[src/sv/double_ended_queue_defines.svh]
// Assertion macros for the double-ended queue.
`ifndef DOUBLE_ENDED_QUEUE_DEFINES_SVH
`define DOUBLE_ENDED_QUEUE_DEFINES_SVH

`ifndef SYNTHESIS
`define DQ_ASSERT_IMPLY(label, clk, rst_n, ante, cons) \
  label: assert property (@(posedge clk) disable iff (!rst_n) (ante) |-> (cons)) \
    else $error("same-cycle check failed");
`define DQ_ASSERT_NEXT(label, clk, rst_n, ante, cons) \
  label: assert property (@(posedge clk) disable iff (!rst_n) (ante) |=> (cons)) \
    else $error("next-cycle check failed");
`else
`define DQ_ASSERT_IMPLY(label, clk, rst_n, ante, cons)
`define DQ_ASSERT_NEXT(label, clk, rst_n, ante, cons)
`endif

`endif

[src/sv/dq_pkg.sv]
`timescale 1ns / 1ps
package dq_pkg;

  localparam int DEPTH = 16;
  localparam int AW    = (DEPTH > 1) ? $clog2(DEPTH) : 1;
  localparam int CW    = $clog2(DEPTH + 1);
  localparam int SW    = AW + 2;
  localparam int DW    = 32;
  localparam int OCC_W = 5;

  localparam logic [OCC_W-1:0] FULL_OCC = OCC_W'(DEPTH);

  typedef enum logic [1:0] {
    FN_PUSH_FRONT,
    FN_PUSH_BACK,
    FN_POP_FRONT,
    FN_POP_BACK
  } dq_func_t;

  typedef enum logic [1:0] {
    ST_OK,
    ST_EMPTY,
    ST_FULL
  } dq_status_t;

  typedef enum logic {
    S_IDLE,
    S_RESP
  } dq_state_t;

  typedef struct packed {
    logic exec;
  } dq_cmd_t;

  function automatic logic [AW-1:0] dq_wrap(input logic [AW:0] base, input logic [AW:0] off);
    logic [SW-1:0] s;
    s = {1'b0, base} + {1'b0, off};
    if (s >= SW'(DEPTH)) begin
      s = s - SW'(DEPTH);
    end
    return s[AW-1:0];
  endfunction

endpackage

[src/sv/dq_if.sv]
`timescale 1ns / 1ps
interface dq_in_if;
  logic              valid;
  logic              ready;
  logic [1:0]        func;
  logic signed [31:0] push_value;

  modport source (output valid, output func, output push_value, input ready);
  modport sink (input valid, input func, input push_value, output ready);
endinterface

interface dq_out_if;
  logic              valid;
  logic              ready;
  logic signed [31:0] popped_value;
  logic [1:0]        status;
  logic [4:0]        occupancy;

  modport source (output valid, output popped_value, output status, output occupancy,
                  input ready);
  modport sink (input valid, input popped_value, input status, input occupancy,
                output ready);
endinterface

[src/sv/dq_ctrl.sv]
`timescale 1ns / 1ps
module dq_ctrl (
  input  logic            clk,
  input  logic            rst_n,
  input  logic            in_valid,
  input  logic            out_ready,
  output logic            in_ready,
  output logic            out_valid,
  output dq_pkg::dq_cmd_t cmd
);
  import dq_pkg::*;

  dq_state_t state_r;
  dq_state_t state_nxt;

  always_ff @(posedge clk) begin
    if (!rst_n) begin
      state_r <= S_IDLE;
    end else begin
      state_r <= state_nxt;
    end
  end

  always_comb begin
    out_valid = 1'b0;
    in_ready  = 1'b0;
    state_nxt = state_r;
    case (state_r)
      S_IDLE: begin
        in_ready = 1'b1;
      end
      S_RESP: begin
        out_valid = 1'b1;
        in_ready  = out_ready;
      end
      default: begin
        in_ready = 1'b0;
      end
    endcase
    cmd.exec = in_valid && in_ready;
    if (cmd.exec) begin
      state_nxt = S_RESP;
    end else if (out_valid && out_ready) begin
      state_nxt = S_IDLE;
    end
  end

endmodule

[src/sv/dq_datapath.sv]
`timescale 1ns / 1ps
module dq_datapath (
  input  logic                            clk,
  input  logic                            rst_n,
  input  dq_pkg::dq_cmd_t                 cmd,
  input  logic [1:0]                      func,
  input  logic signed [dq_pkg::DW-1:0]    push_value,
  output logic signed [dq_pkg::DW-1:0]    popped_value,
  output logic [1:0]                      status,
  output logic [dq_pkg::OCC_W-1:0]        occupancy
);
  import dq_pkg::*;

  logic [DW-1:0]    mem [DEPTH];
  logic [DW-1:0]    rdata_r;
  logic [AW-1:0]    front_r;
  logic [AW-1:0]    front_nxt;
  logic [CW-1:0]    count_r;
  logic [CW-1:0]    count_nxt;
  logic             pop_ok_r;
  dq_status_t       status_r;
  dq_status_t       status_nxt;
  logic [OCC_W-1:0] occ_r;

  logic             full;
  logic             empty;
  logic             we;
  logic             re;
  logic [AW-1:0]    waddr;
  logic [AW-1:0]    raddr;
  logic [AW-1:0]    front_dec;
  logic [AW-1:0]    back_push;
  logic [AW-1:0]    back_pop;
  logic [AW-1:0]    front_inc;

  assign full      = (count_r == CW'(DEPTH));
  assign empty     = (count_r == '0);
  assign front_dec = (front_r == '0) ? AW'(DEPTH - 1) : front_r - 1'b1;
  assign back_push = dq_wrap({1'b0, front_r}, (AW + 1)'(count_r));
  assign back_pop  = dq_wrap({1'b0, front_r}, (AW + 1)'(count_r - 1'b1));
  assign front_inc = dq_wrap({1'b0, front_r}, (AW + 1)'(1));

  always_comb begin
    we         = 1'b0;
    re         = 1'b0;
    waddr      = back_push;
    raddr      = front_r;
    front_nxt  = front_r;
    count_nxt  = count_r;
    status_nxt = ST_OK;
    case (dq_func_t'(func))
      FN_PUSH_FRONT: begin
        if (full) begin
          status_nxt = ST_FULL;
        end else begin
          we        = 1'b1;
          waddr     = front_dec;
          front_nxt = front_dec;
          count_nxt = count_r + 1'b1;
        end
      end
      FN_PUSH_BACK: begin
        if (full) begin
          status_nxt = ST_FULL;
        end else begin
          we        = 1'b1;
          waddr     = back_push;
          count_nxt = count_r + 1'b1;
        end
      end
      FN_POP_FRONT: begin
        if (empty) begin
          status_nxt = ST_EMPTY;
        end else begin
          re        = 1'b1;
          raddr     = front_r;
          front_nxt = front_inc;
          count_nxt = count_r - 1'b1;
        end
      end
      FN_POP_BACK: begin
        if (empty) begin
          status_nxt = ST_EMPTY;
        end else begin
          re        = 1'b1;
          raddr     = back_pop;
          count_nxt = count_r - 1'b1;
        end
      end
      default: begin
        status_nxt = ST_OK;
      end
    endcase
  end

  always_ff @(posedge clk) begin
    if (cmd.exec && we) begin
      mem[waddr] <= push_value;
    end
    if (cmd.exec && re) begin
      rdata_r <= mem[raddr];
    end
  end

  always_ff @(posedge clk) begin
    if (!rst_n) begin
      front_r <= '0;
      count_r <= '0;
    end else if (cmd.exec) begin
      front_r <= front_nxt;
      count_r <= count_nxt;
    end
  end

  always_ff @(posedge clk) begin
    if (cmd.exec) begin
      pop_ok_r <= re;
      status_r <= status_nxt;
      occ_r    <= OCC_W'(count_nxt);
    end
  end

  assign popped_value = pop_ok_r ? rdata_r : '0;
  assign status       = status_r;
  assign occupancy    = occ_r;

endmodule

[src/sv/double_ended_queue.sv]
// The result of an operation is valid in the cycle after its input transfer.
// Throughput: one operation per cycle while the result side keeps taking results;
// the single result register and the one-port store set this rate.
// Reset (synchronous, active low) empties the queue and drops any pending result;
// the entry store itself is not cleared.
`timescale 1ns / 1ps
`include "double_ended_queue_defines.svh"
module double_ended_queue (
  input logic      clk,
  input logic      rst_n,
  dq_in_if.sink    in_ch,
  dq_out_if.source out_ch
);
  import dq_pkg::*;

  dq_cmd_t cmd;

  dq_ctrl u_ctrl (
    .clk       (clk),
    .rst_n     (rst_n),
    .in_valid  (in_ch.valid),
    .out_ready (out_ch.ready),
    .in_ready  (in_ch.ready),
    .out_valid (out_ch.valid),
    .cmd       (cmd)
  );

  dq_datapath u_datapath (
    .clk          (clk),
    .rst_n        (rst_n),
    .cmd          (cmd),
    .func         (in_ch.func),
    .push_value   (in_ch.push_value),
    .popped_value (out_ch.popped_value),
    .status       (out_ch.status),
    .occupancy    (out_ch.occupancy)
  );

  `DQ_ASSERT_NEXT(a_accept_gives_result, clk, rst_n, in_ch.valid && in_ch.ready, out_ch.valid)
  `DQ_ASSERT_NEXT(a_result_drains, clk, rst_n, out_ch.valid && out_ch.ready && !(in_ch.valid && in_ch.ready), !out_ch.valid)
  `DQ_ASSERT_IMPLY(a_full_occupancy, clk, rst_n, out_ch.valid && out_ch.status == ST_FULL, out_ch.occupancy == FULL_OCC)
  `DQ_ASSERT_IMPLY(a_refused_zero, clk, rst_n, out_ch.valid && (out_ch.status == ST_EMPTY || out_ch.status == ST_FULL), out_ch.popped_value == '0)

endmodule
[src/flat_wrapper.sv]
// flat-port wrapper written by rule: the top's interface ports become plain ports
module double_ended_queue_flat import dq_pkg::*;
  (clk, rst_n, in_ch_valid, in_ch_func, in_ch_push_value, in_ch_ready, out_ch_valid, out_ch_popped_value, out_ch_status, out_ch_occupancy, out_ch_ready);
  dq_in_if in_ch_i ();
  dq_out_if out_ch_i ();
  input logic clk;
  input logic rst_n;
  input wire logic [$bits(in_ch_i.valid)-1:0] in_ch_valid;
  input wire logic [$bits(in_ch_i.func)-1:0] in_ch_func;
  input wire logic [$bits(in_ch_i.push_value)-1:0] in_ch_push_value;
  output wire logic [$bits(in_ch_i.ready)-1:0] in_ch_ready;
  output wire logic [$bits(out_ch_i.valid)-1:0] out_ch_valid;
  output wire logic [$bits(out_ch_i.popped_value)-1:0] out_ch_popped_value;
  output wire logic [$bits(out_ch_i.status)-1:0] out_ch_status;
  output wire logic [$bits(out_ch_i.occupancy)-1:0] out_ch_occupancy;
  input wire logic [$bits(out_ch_i.ready)-1:0] out_ch_ready;
  assign in_ch_i.valid = in_ch_valid;
  assign in_ch_i.func = in_ch_func;
  assign in_ch_i.push_value = in_ch_push_value;
  assign in_ch_ready = in_ch_i.ready;
  assign out_ch_valid = out_ch_i.valid;
  assign out_ch_popped_value = out_ch_i.popped_value;
  assign out_ch_status = out_ch_i.status;
  assign out_ch_occupancy = out_ch_i.occupancy;
  assign out_ch_i.ready = out_ch_ready;
  double_ended_queue u_core (.clk(clk), .rst_n(rst_n), .in_ch(in_ch_i), .out_ch(out_ch_i));
endmodule
[config.mk]
export PLATFORM = sky130hd
export DESIGN_NAME = double_ended_queue_flat
export DESIGN_NICKNAME = d
export VERILOG_FILES = /design/src/sv/dq_pkg.sv /design/src/sv/dq_if.sv /design/src/sv/dq_ctrl.sv /design/src/sv/dq_datapath.sv /design/src/sv/double_ended_queue.sv /design/src/flat_wrapper.sv
export VERILOG_INCLUDE_DIRS = /design/src /design/src/sv
export SDC_FILE = /design/constraint.sdc
export NUM_CORES = 1
export LEC_CHECK = 0
export BUFFER_PORTS_ARGS = -buffer_cell sky130_fd_sc_hd__clkbuf_2
export CORE_ASPECT_RATIO = 0.5
export CORE_MARGIN = 5
export CORE_UTILIZATION = 48
export CTS_CLUSTER_DIAMETER = 30
export DETAILED_ROUTE_END_ITERATION = 12
export GPL_TIMING_DRIVEN = 0
export PLACE_DENSITY_LB_ADDON = 0.08
export SETUP_SLACK_MARGIN = 0.4
export SLEW_MARGIN = 20
export SYNTH_ARGS = -nofsm -noshare
export SYNTH_HDL_FRONTEND = slang
export SYNTH_HIERARCHICAL = 1
export SYNTH_SLANG_ARGS = --single-unit
[constraint.sdc]
create_clock -name clk -period 6.8 [get_ports clk]
set_input_delay 0.68 -clock clk [delete_from_list [all_inputs] [get_ports clk]]
set_output_delay 0.68 -clock clk [all_outputs]
set_load 0.01 [all_outputs]
==> results of run 1 <==
-- flip-flops by register name (all words and copies together) (netlist names) --
name and count:
u_core/u_datapath/count_r 5, u_core/u_datapath/occupancy 5, u_core/u_ctrl/state_r 1, u_core/u_datapath/front_r 4, u_core/u_datapath/mem 512, u_core/u_datapath/rdata_r 32, u_core/u_datapath/status 2, u_core/u_datapath/pop_ok_r 1
-- through the flow --
step | setup slack (ps) | instances | instance area, um^2 | hold slack (ps)
floorplan | 3200 | 1395 | 22500 | 546
finish | 2510 | 2275 | 26900 | 322
CTS | 2660 | 2274 | 26900 | 298
global route | 2390 | 2275 | 26900 | 312
detailed placement | 2690 | 2135 | 24400 | 505
global placement | 721 | 2111 | 23700 | 485
-- placed cells by master (no fill, tap or decap), drive strengths merged, types with 30 or more instances in the layout --
cell type,n
and2,37
nand3,35
nand2,209
mux4,31
mux2i,67
edfxtp,552
a32oi,35
clkbuf,198
a21oi,137
a221o,62
inv,30
buf,71
-- how the worst min path moves through the flow --
stage	from	end	slack (ps)	depth (start not counted)
after CTS	in_ch_valid	u_core/u_ctrl/state_r	300	3
after global routing	in_ch_valid	u_core/u_ctrl/state_r	310	3
after detailed placement	u_core/u_ctrl/state_r	u_core/u_ctrl/state_r	510	2
final	in_ch_valid	u_core/u_ctrl/state_r	320	3
after global placement	u_core/u_ctrl/state_r	u_core/u_ctrl/state_r	490	2
after floorplan	u_core/u_ctrl/state_r	u_core/u_ctrl/state_r	550	2
-- synthesized netlist by cell type (3+ instances only) --
library cell | instances | area, um^2
nand4_1 | 3 | 18.8
nor2b_1 | 6 | 37.5
mux2i_1 | 67 | 671
buf_8 | 4 | 60.1
a21oi_1 | 137 | 686
o21ai_0 | 10 | 50.1
or2_2 | 3 | 18.8
buf_2 | 29 | 145
xor2_1 | 4 | 35.0
dfxtp_1 | 10 | 200
a21o_1 | 4 | 30.0
a32oi_1 | 35 | 307
nand3b_1 | 3 | 22.5
nand3_1 | 34 | 170
edfxtp_1 | 552 | 16600
nand2_1 | 208 | 781
nor3_1 | 5 | 25.0
o211a_1 | 4 | 40.0
nand2b_1 | 4 | 25.0
and2_1 | 36 | 225
buf_12 | 4 | 80.1
buf_6 | 5 | 56.3
ha_1 | 10 | 125
xnor2_1 | 7 | 61.3
mux4_2 | 31 | 698
buf_4 | 5 | 37.5
a221o_1 | 62 | 621
nor2_1 | 23 | 86.3
clkbuf_1 | 38 | 143
inv_1 | 10 | 37.5
-- cell type report --
cell class / instances / area share [%]
Clock buffer: 82 / 7.14
Clock inverter: 57 / 2.34
Antenna cell: 1 / 0.00929
Inverter: 10 / 0.139
Buffer: 85 / 1.94
Multi-Input combinational cell: 738 / 19.5
Tap cell: 638 / 2.96
Timing Repair Buffer: 102 / 3.68
Sequential cell: 562 / 62.3
-- cells by family after synthesis --
group / count (synthesis) / share of synthesized area [%]
buffers and inverters: 95 / 2.49
adder cells (fa/ha/maj): 12 / 0.735
XOR/XNOR: 13 / 0.573
AO/OA/AOI/OAI: 273 / 8.52
multiplexers: 99 / 6.14
AND/OR/NAND/NOR: 341 / 6.91
flip-flops: 562 / 74.6
-- layer usage --
metal  global-route usage (%)  share of wire (%)  vias up
met2                     34.5                 45      557
li1                         -                  -     5857
met1                     34.6                 45     6866
met4                     5.34                1.5        0
met5                        0                  0        -
met3                     4.10                8.1       69
-- power groups by stage --
stage               registers [mW]  logic, mW  clock network, mW
detailed placement            4.02       1.15                  0
CTS                           3.94       1.16               4.01
floorplan                     4.01      0.687                  0
global route                  3.95       1.24               4.18
finish                        3.94       1.16               3.94
global placement              4.02       1.09                  0
-- worst min-delay path, cell delays in order --
cell      delay, ps
clkbuf_2         90
inv_1            60
a21boi_2         40
==> impl_metrics.tcl, run 1 <==
set metrics [dict create \
    switching_share_pct 26.2 \
    grt_max_degree 21 \
    syn-num-nets 1445 \
    clk_pin_slew_ps 60 \
    power_mw 9.05 \
    relSlewSlack_pct 38.0 \
    start_util_pct 48.2 \
    fin_skew_ps 25.0 \
    ios 79 \
    r2r_cells 12 \
    dr.pass1.iters 5 \
    path_depth 12 \
    internal_power_mw 6.68 \
    async_reset_ff_share_pct 0 \
    cp_slowest_cell "o21ai_1" \
    power_density_nw_per_um2 336 \
    syn_avg_cell_area_um2 16.1 \
    regArea_um2 16800 \
    startpoint "u_core/u_datapath/count_r[0]" \
    r2r_start "u_core/u_datapath/count_r[0]" \
    synth_seq_cells 562 \
    drive_above_1_share_pct 21.0 \
    min_path_type "in -> reg" \
    routedWlPerCell_um 25.6 \
    synth_ff_type "edfxtp_1" \
    yosysUniqueCellTypes 61 \
    rows 56 \
    dp_hpwl_um 38400 \
    nets 1624 \
    cts_buffer_depth 3 \
    synth_edf_count 552 \
    worst_pin_slew_ps 930 \
    leakagePower_nw 9.28 \
    final_antenna_net_count 0 \
    p_seq_share_pct 43.6 \
    grt_remaining_overflow 0 \
    drc 0 \
    numCtsBuffers 75 \
    cp_cell_sequence "inv_1 > ha_1 > inv_1 > ha_1 > a21o_1 > a21oi_1 > xnor2_2 > a31oi_1 > o21ai_1 > clkbuf_1 > a32oi_1 > nand3_1" \
    cts.sinks 562 \
    worstSetupPathType "reg -> reg" \
    cpPeakStageDelay_ps 700 \
    multiInputGateArea_um2 5270 \
    root_buffer "clkbuf_16" \
    p_sw_mw 2.37 \
    crit_path_end_kind "register" \
    crit_family "compound AO/OA/AOI/OAI gates" \
    core_um2 46600 \
    grt_pass1_wl_um 85600 \
    worst_setup_path_start_kind "register" \
    pwr-share-comb_pct 12.8 \
    grt.total_usage_pct 22.7 \
    post_cts_resized 0 \
    die_h_um 163 \
    finalCritPeriodShare_pct 63.1 \
    setup_tns_ps 0 \
    yosysWarnings 6 \
    insertion_delay_ps 590 \
    endpoint "u_core/u_datapath/rdata_r[4]" \
    finalSetupViolCount 0 \
    report.final.slew_viol_count 0 \
    cts_tree "built" \
    utilization_pct 57.8 \
    grt_pass1_vias 13127 \
    arrival_ps 4730 \
    routed_via_density 5.87 \
    cp_data_required_time_ps 7240 \
    post-cts-setup-buffers 0 \
    syn-cell-area_um2 22500 \
    fillers 3534 \
    rrSetupSlack_ps 2510 \
    vias 13349 \
    drt_iter0_markers 1566 \
    p_clk_share_pct 43.6 \
    crit_buf_inv 3 \
    dieArea_um2 51500 \
    postCtsHoldBufs 0 \
    r2r-end "u_core/u_datapath/rdata_r[4]" \
    antenna_found_initial 1 \
    vdd_drop_max_mv 0.191 \
    seq_area_frac_synth_pct 74.6 \
    synthCells 1395 \
    die_w_um 316 \
    crit_fanout 10 \
    fmax_ghz 0.233 \
    io_buffers 78 \
    finalHoldViolations 0 \
    htree_num_levels 3 \
    status "finished, final reports clean" \
    min_period_ps 4290 \
    rsz0062_at_grt "no" \
    place.gp.congestion 0.835 \
    area_delta_synth_final_pct 19.9 \
    drv_cap 0 \
    drt-total-wl_um 58200 \
]
Power figures use the tool's default switching activity.
==> run 2: changes to the inputs <==
- ABC_AREA: unset -> 1
- clock period: 6.8 -> 3.47 ns (I/O delays scaled with it)
==> run 2 against run 1 <==
Global-route usage grew 3.8 points. Utilization rose by 0.66 points. Sequential power rose by 96%. Cell area increased by 12%.
==> impl_metrics.tcl, run 2 <==
set metrics [dict create \
    setup_tns_ps 0 \
    rsz0062_at_grt "yes" \
    diodes 0 \
    r2r_start "u_core/u_datapath/front_r[0]" \
    arrival_ps 3320 \
    min_path_type "in -> reg" \
    cts_tree "built" \
    final_antenna_net_count 0 \
    grt_pass1_wl_um 110000 \
    report.final.slew_viol_count 0 \
    r2r_cells 9 \
    layout_common_cells "nand3_1, inv_1, edfxtp_1, nand2_1, clkbuf_16" \
    yosysMostFrequentCell "nand3_1" \
    regMostFlops "u_core/u_datapath/mem" \
    dr.pass1.iters 7 \
    grt.total_usage_pct 26.5 \
    synth.top_cells.by_area "edfxtp_1, nand3_1, inv_1" \
    leakagePower_nw 13.3 \
    drt-total-wl_um 76100 \
    place.gp.congestion 0.852 \
    grt_pass1_vias 16666 \
    fillers 4258 \
    synthCells 2440 \
    status "finished, final reports clean" \
    nets 2695 \
    synth.top_cell.area_share_pct 66.1 \
    synth_seq_cells 562 \
    finalCritPeriodShare_pct 86.0 \
    worst_setup_path_start_kind "register" \
    synth_top_area_cell "edfxtp_1" \
    finalHoldViolations 0 \
    worstSetupPathType "reg -> reg" \
    synth_ff_type "edfxtp_1" \
    final_common_cell "nand3_1" \
    core_um2 51800 \
    antenna_found_initial 0 \
    power_density_nw_per_um2 634 \
    ios 79 \
    yosysWarnings 6 \
    drive_above_1_share_pct 14.8 \
    dp_hpwl_um 49200 \
    power_mw 19.2 \
    insertion_delay_ps 620 \
    cts.sinks 562 \
    drv_cap 0 \
    async_reset_ff_share_pct 0 \
    syn_avg_cell_area_um2 10.3 \
    holdPathStages 3 \
    worst_pin_slew_ps 857 \
    area_delta_synth_final_pct 20.8 \
    io_buffers 78 \
    reg_top3 "u_core/u_datapath/mem x512, u_core/u_datapath/rdata_r x32" \
    largest_reg_flops 512 \
    crit_fanout 10 \
    routed_via_density 5.30 \
    grt_max_degree 20 \
    synth_edf_count 552 \
    relSlewSlack_pct 42.8 \
    drt_iter0_markers 1826 \
    hold_end "u_core/u_ctrl/state_r" \
    drc 0 \
    routedWlPerCell_um 22.3 \
    utilization_pct 58.5 \
    cts_buffer_depth 3 \
    vdd_drop_max_mv 0.329 \
    grt_remaining_overflow 0 \
    numCtsBuffers 81 \
    clk_pin_slew_ps 50 \
    min_period_ps 2980 \
    die_w_um 333 \
    die_h_um 172 \
    startpoint "u_core/u_datapath/front_r[0]" \
    finalSetupViolCount 0 \
    crit_path_end_kind "register" \
    rrSetupSlack_ps 490 \
    cp_data_required_time_ps 3800 \
    fin_skew_ps 21.7 \
    dieArea_um2 57200 \
    rows 59 \
    htree_num_levels 3 \
    root_buffer "clkbuf_16" \
    start_util_pct 48.4 \
    r2r-end "u_core/u_datapath/rdata_r[30]" \
    fmax_ghz 0.335 \
    yosysUniqueCellTypes 33 \
    syn-num-nets 2490 \
    min_from "in_ch_valid" \
    synth_common_cells "nand3_1, inv_1, edfxtp_1, nand2_1, buf_2" \
    vias 18083 \
    seq_area_frac_synth_pct 66.9 \
    syn-cell-area_um2 25100 \
]
[run 2: critical path: stages (launching register included)]
cell	delay, ps
dfxtp_1	570
ha_1	350
nand3_1	390
buf_2	360
buf_2	370
nand3_1	120
nand3_1	100
nand3_1	180
nand3_1	140
nand2_1	100
[run 2: metal layers]
layer | global-route usage (%) | vias up | part of all wire [%]
li1 | - | 8383 | -
met1 | 38.3 | 8746 | 44
met2 | 41.1 | 839 | 44
met3 | 6.28 | 115 | 9.8
met4 | 6.33 | 0 | 1.9
met5 | 0 | - | 0
[run 2: cell type report]
class / instances / area [um^2] / share of cell area [%]
inverter: 578 / 2170 / 7.17
clock buffer: 88 / 2070 / 6.84
sequential: 562 / 16800 / 55.4
timing repair buffer: 122 / 1190 / 3.93
clock inverter: 60 / 841 / 2.77
tap: 701 / 877 / 2.89
buffer: 123 / 714 / 2.36
multi-input combinational: 1177 / 5660 / 18.7
[run 2: worst max-delay path by stage]
stage	endpoint	slack [ps]	cells after the start
CTS	u_core/u_datapath/rdata_r[26]	390	12
global placement	u_core/u_datapath/mem[5][11]	-2250	9
floorplan	u_core/u_datapath/mem[13][0]	50	10
global route	u_core/u_datapath/rdata_r[30]	380	12
detailed placement	u_core/u_datapath/mem[4][6]	-140	10
finish	u_core/u_datapath/rdata_r[30]	490	9
[run 2: kinds of logic after synthesis]
family	Yosys count	synth area share [%]
xor gates and xnor gates	12	0.419
buffers and inverters	701	11.2
adders and majority gates	12	0.658
AOI/OAI and AO/OA	32	0.738
and+or+nand+nor	1121	20.1
DFF	562	66.9
[run 2: through the flow]
| stage | hold slack [ps] | cells | instance area (um^2) | setup slack (ps) |
|---|---|---|---|---|
| after CTS | 1.25 | 3411 | 30300 | 393 |
| after detailed placement | 480 | 3238 | 26900 | -135 |
| after floorplan | 446 | 2440 | 25100 | 54.8 |
| after global placement | 476 | 3219 | 26400 | -2250 |
| after global routing | 13.9 | 3411 | 30300 | 380 |
| final | 26.9 | 3411 | 30300 | 486 |
[run 2: what timing repair did]
action	4_1_cts	5_1_grt
hold buffers	1	0
setup endpoints to repair	531	544
buffers inserted	24	0
hold endpoints to repair	1	0
gates resized for setup	32	16
pin swaps	14	0
[run 2: report_power, final]
group	internal, mW	total [mW]	switching [mW]
combinational	0.760	2.73	1.97
clock	5.59	8.76	3.17
sequential	7.68	7.73	0.0517
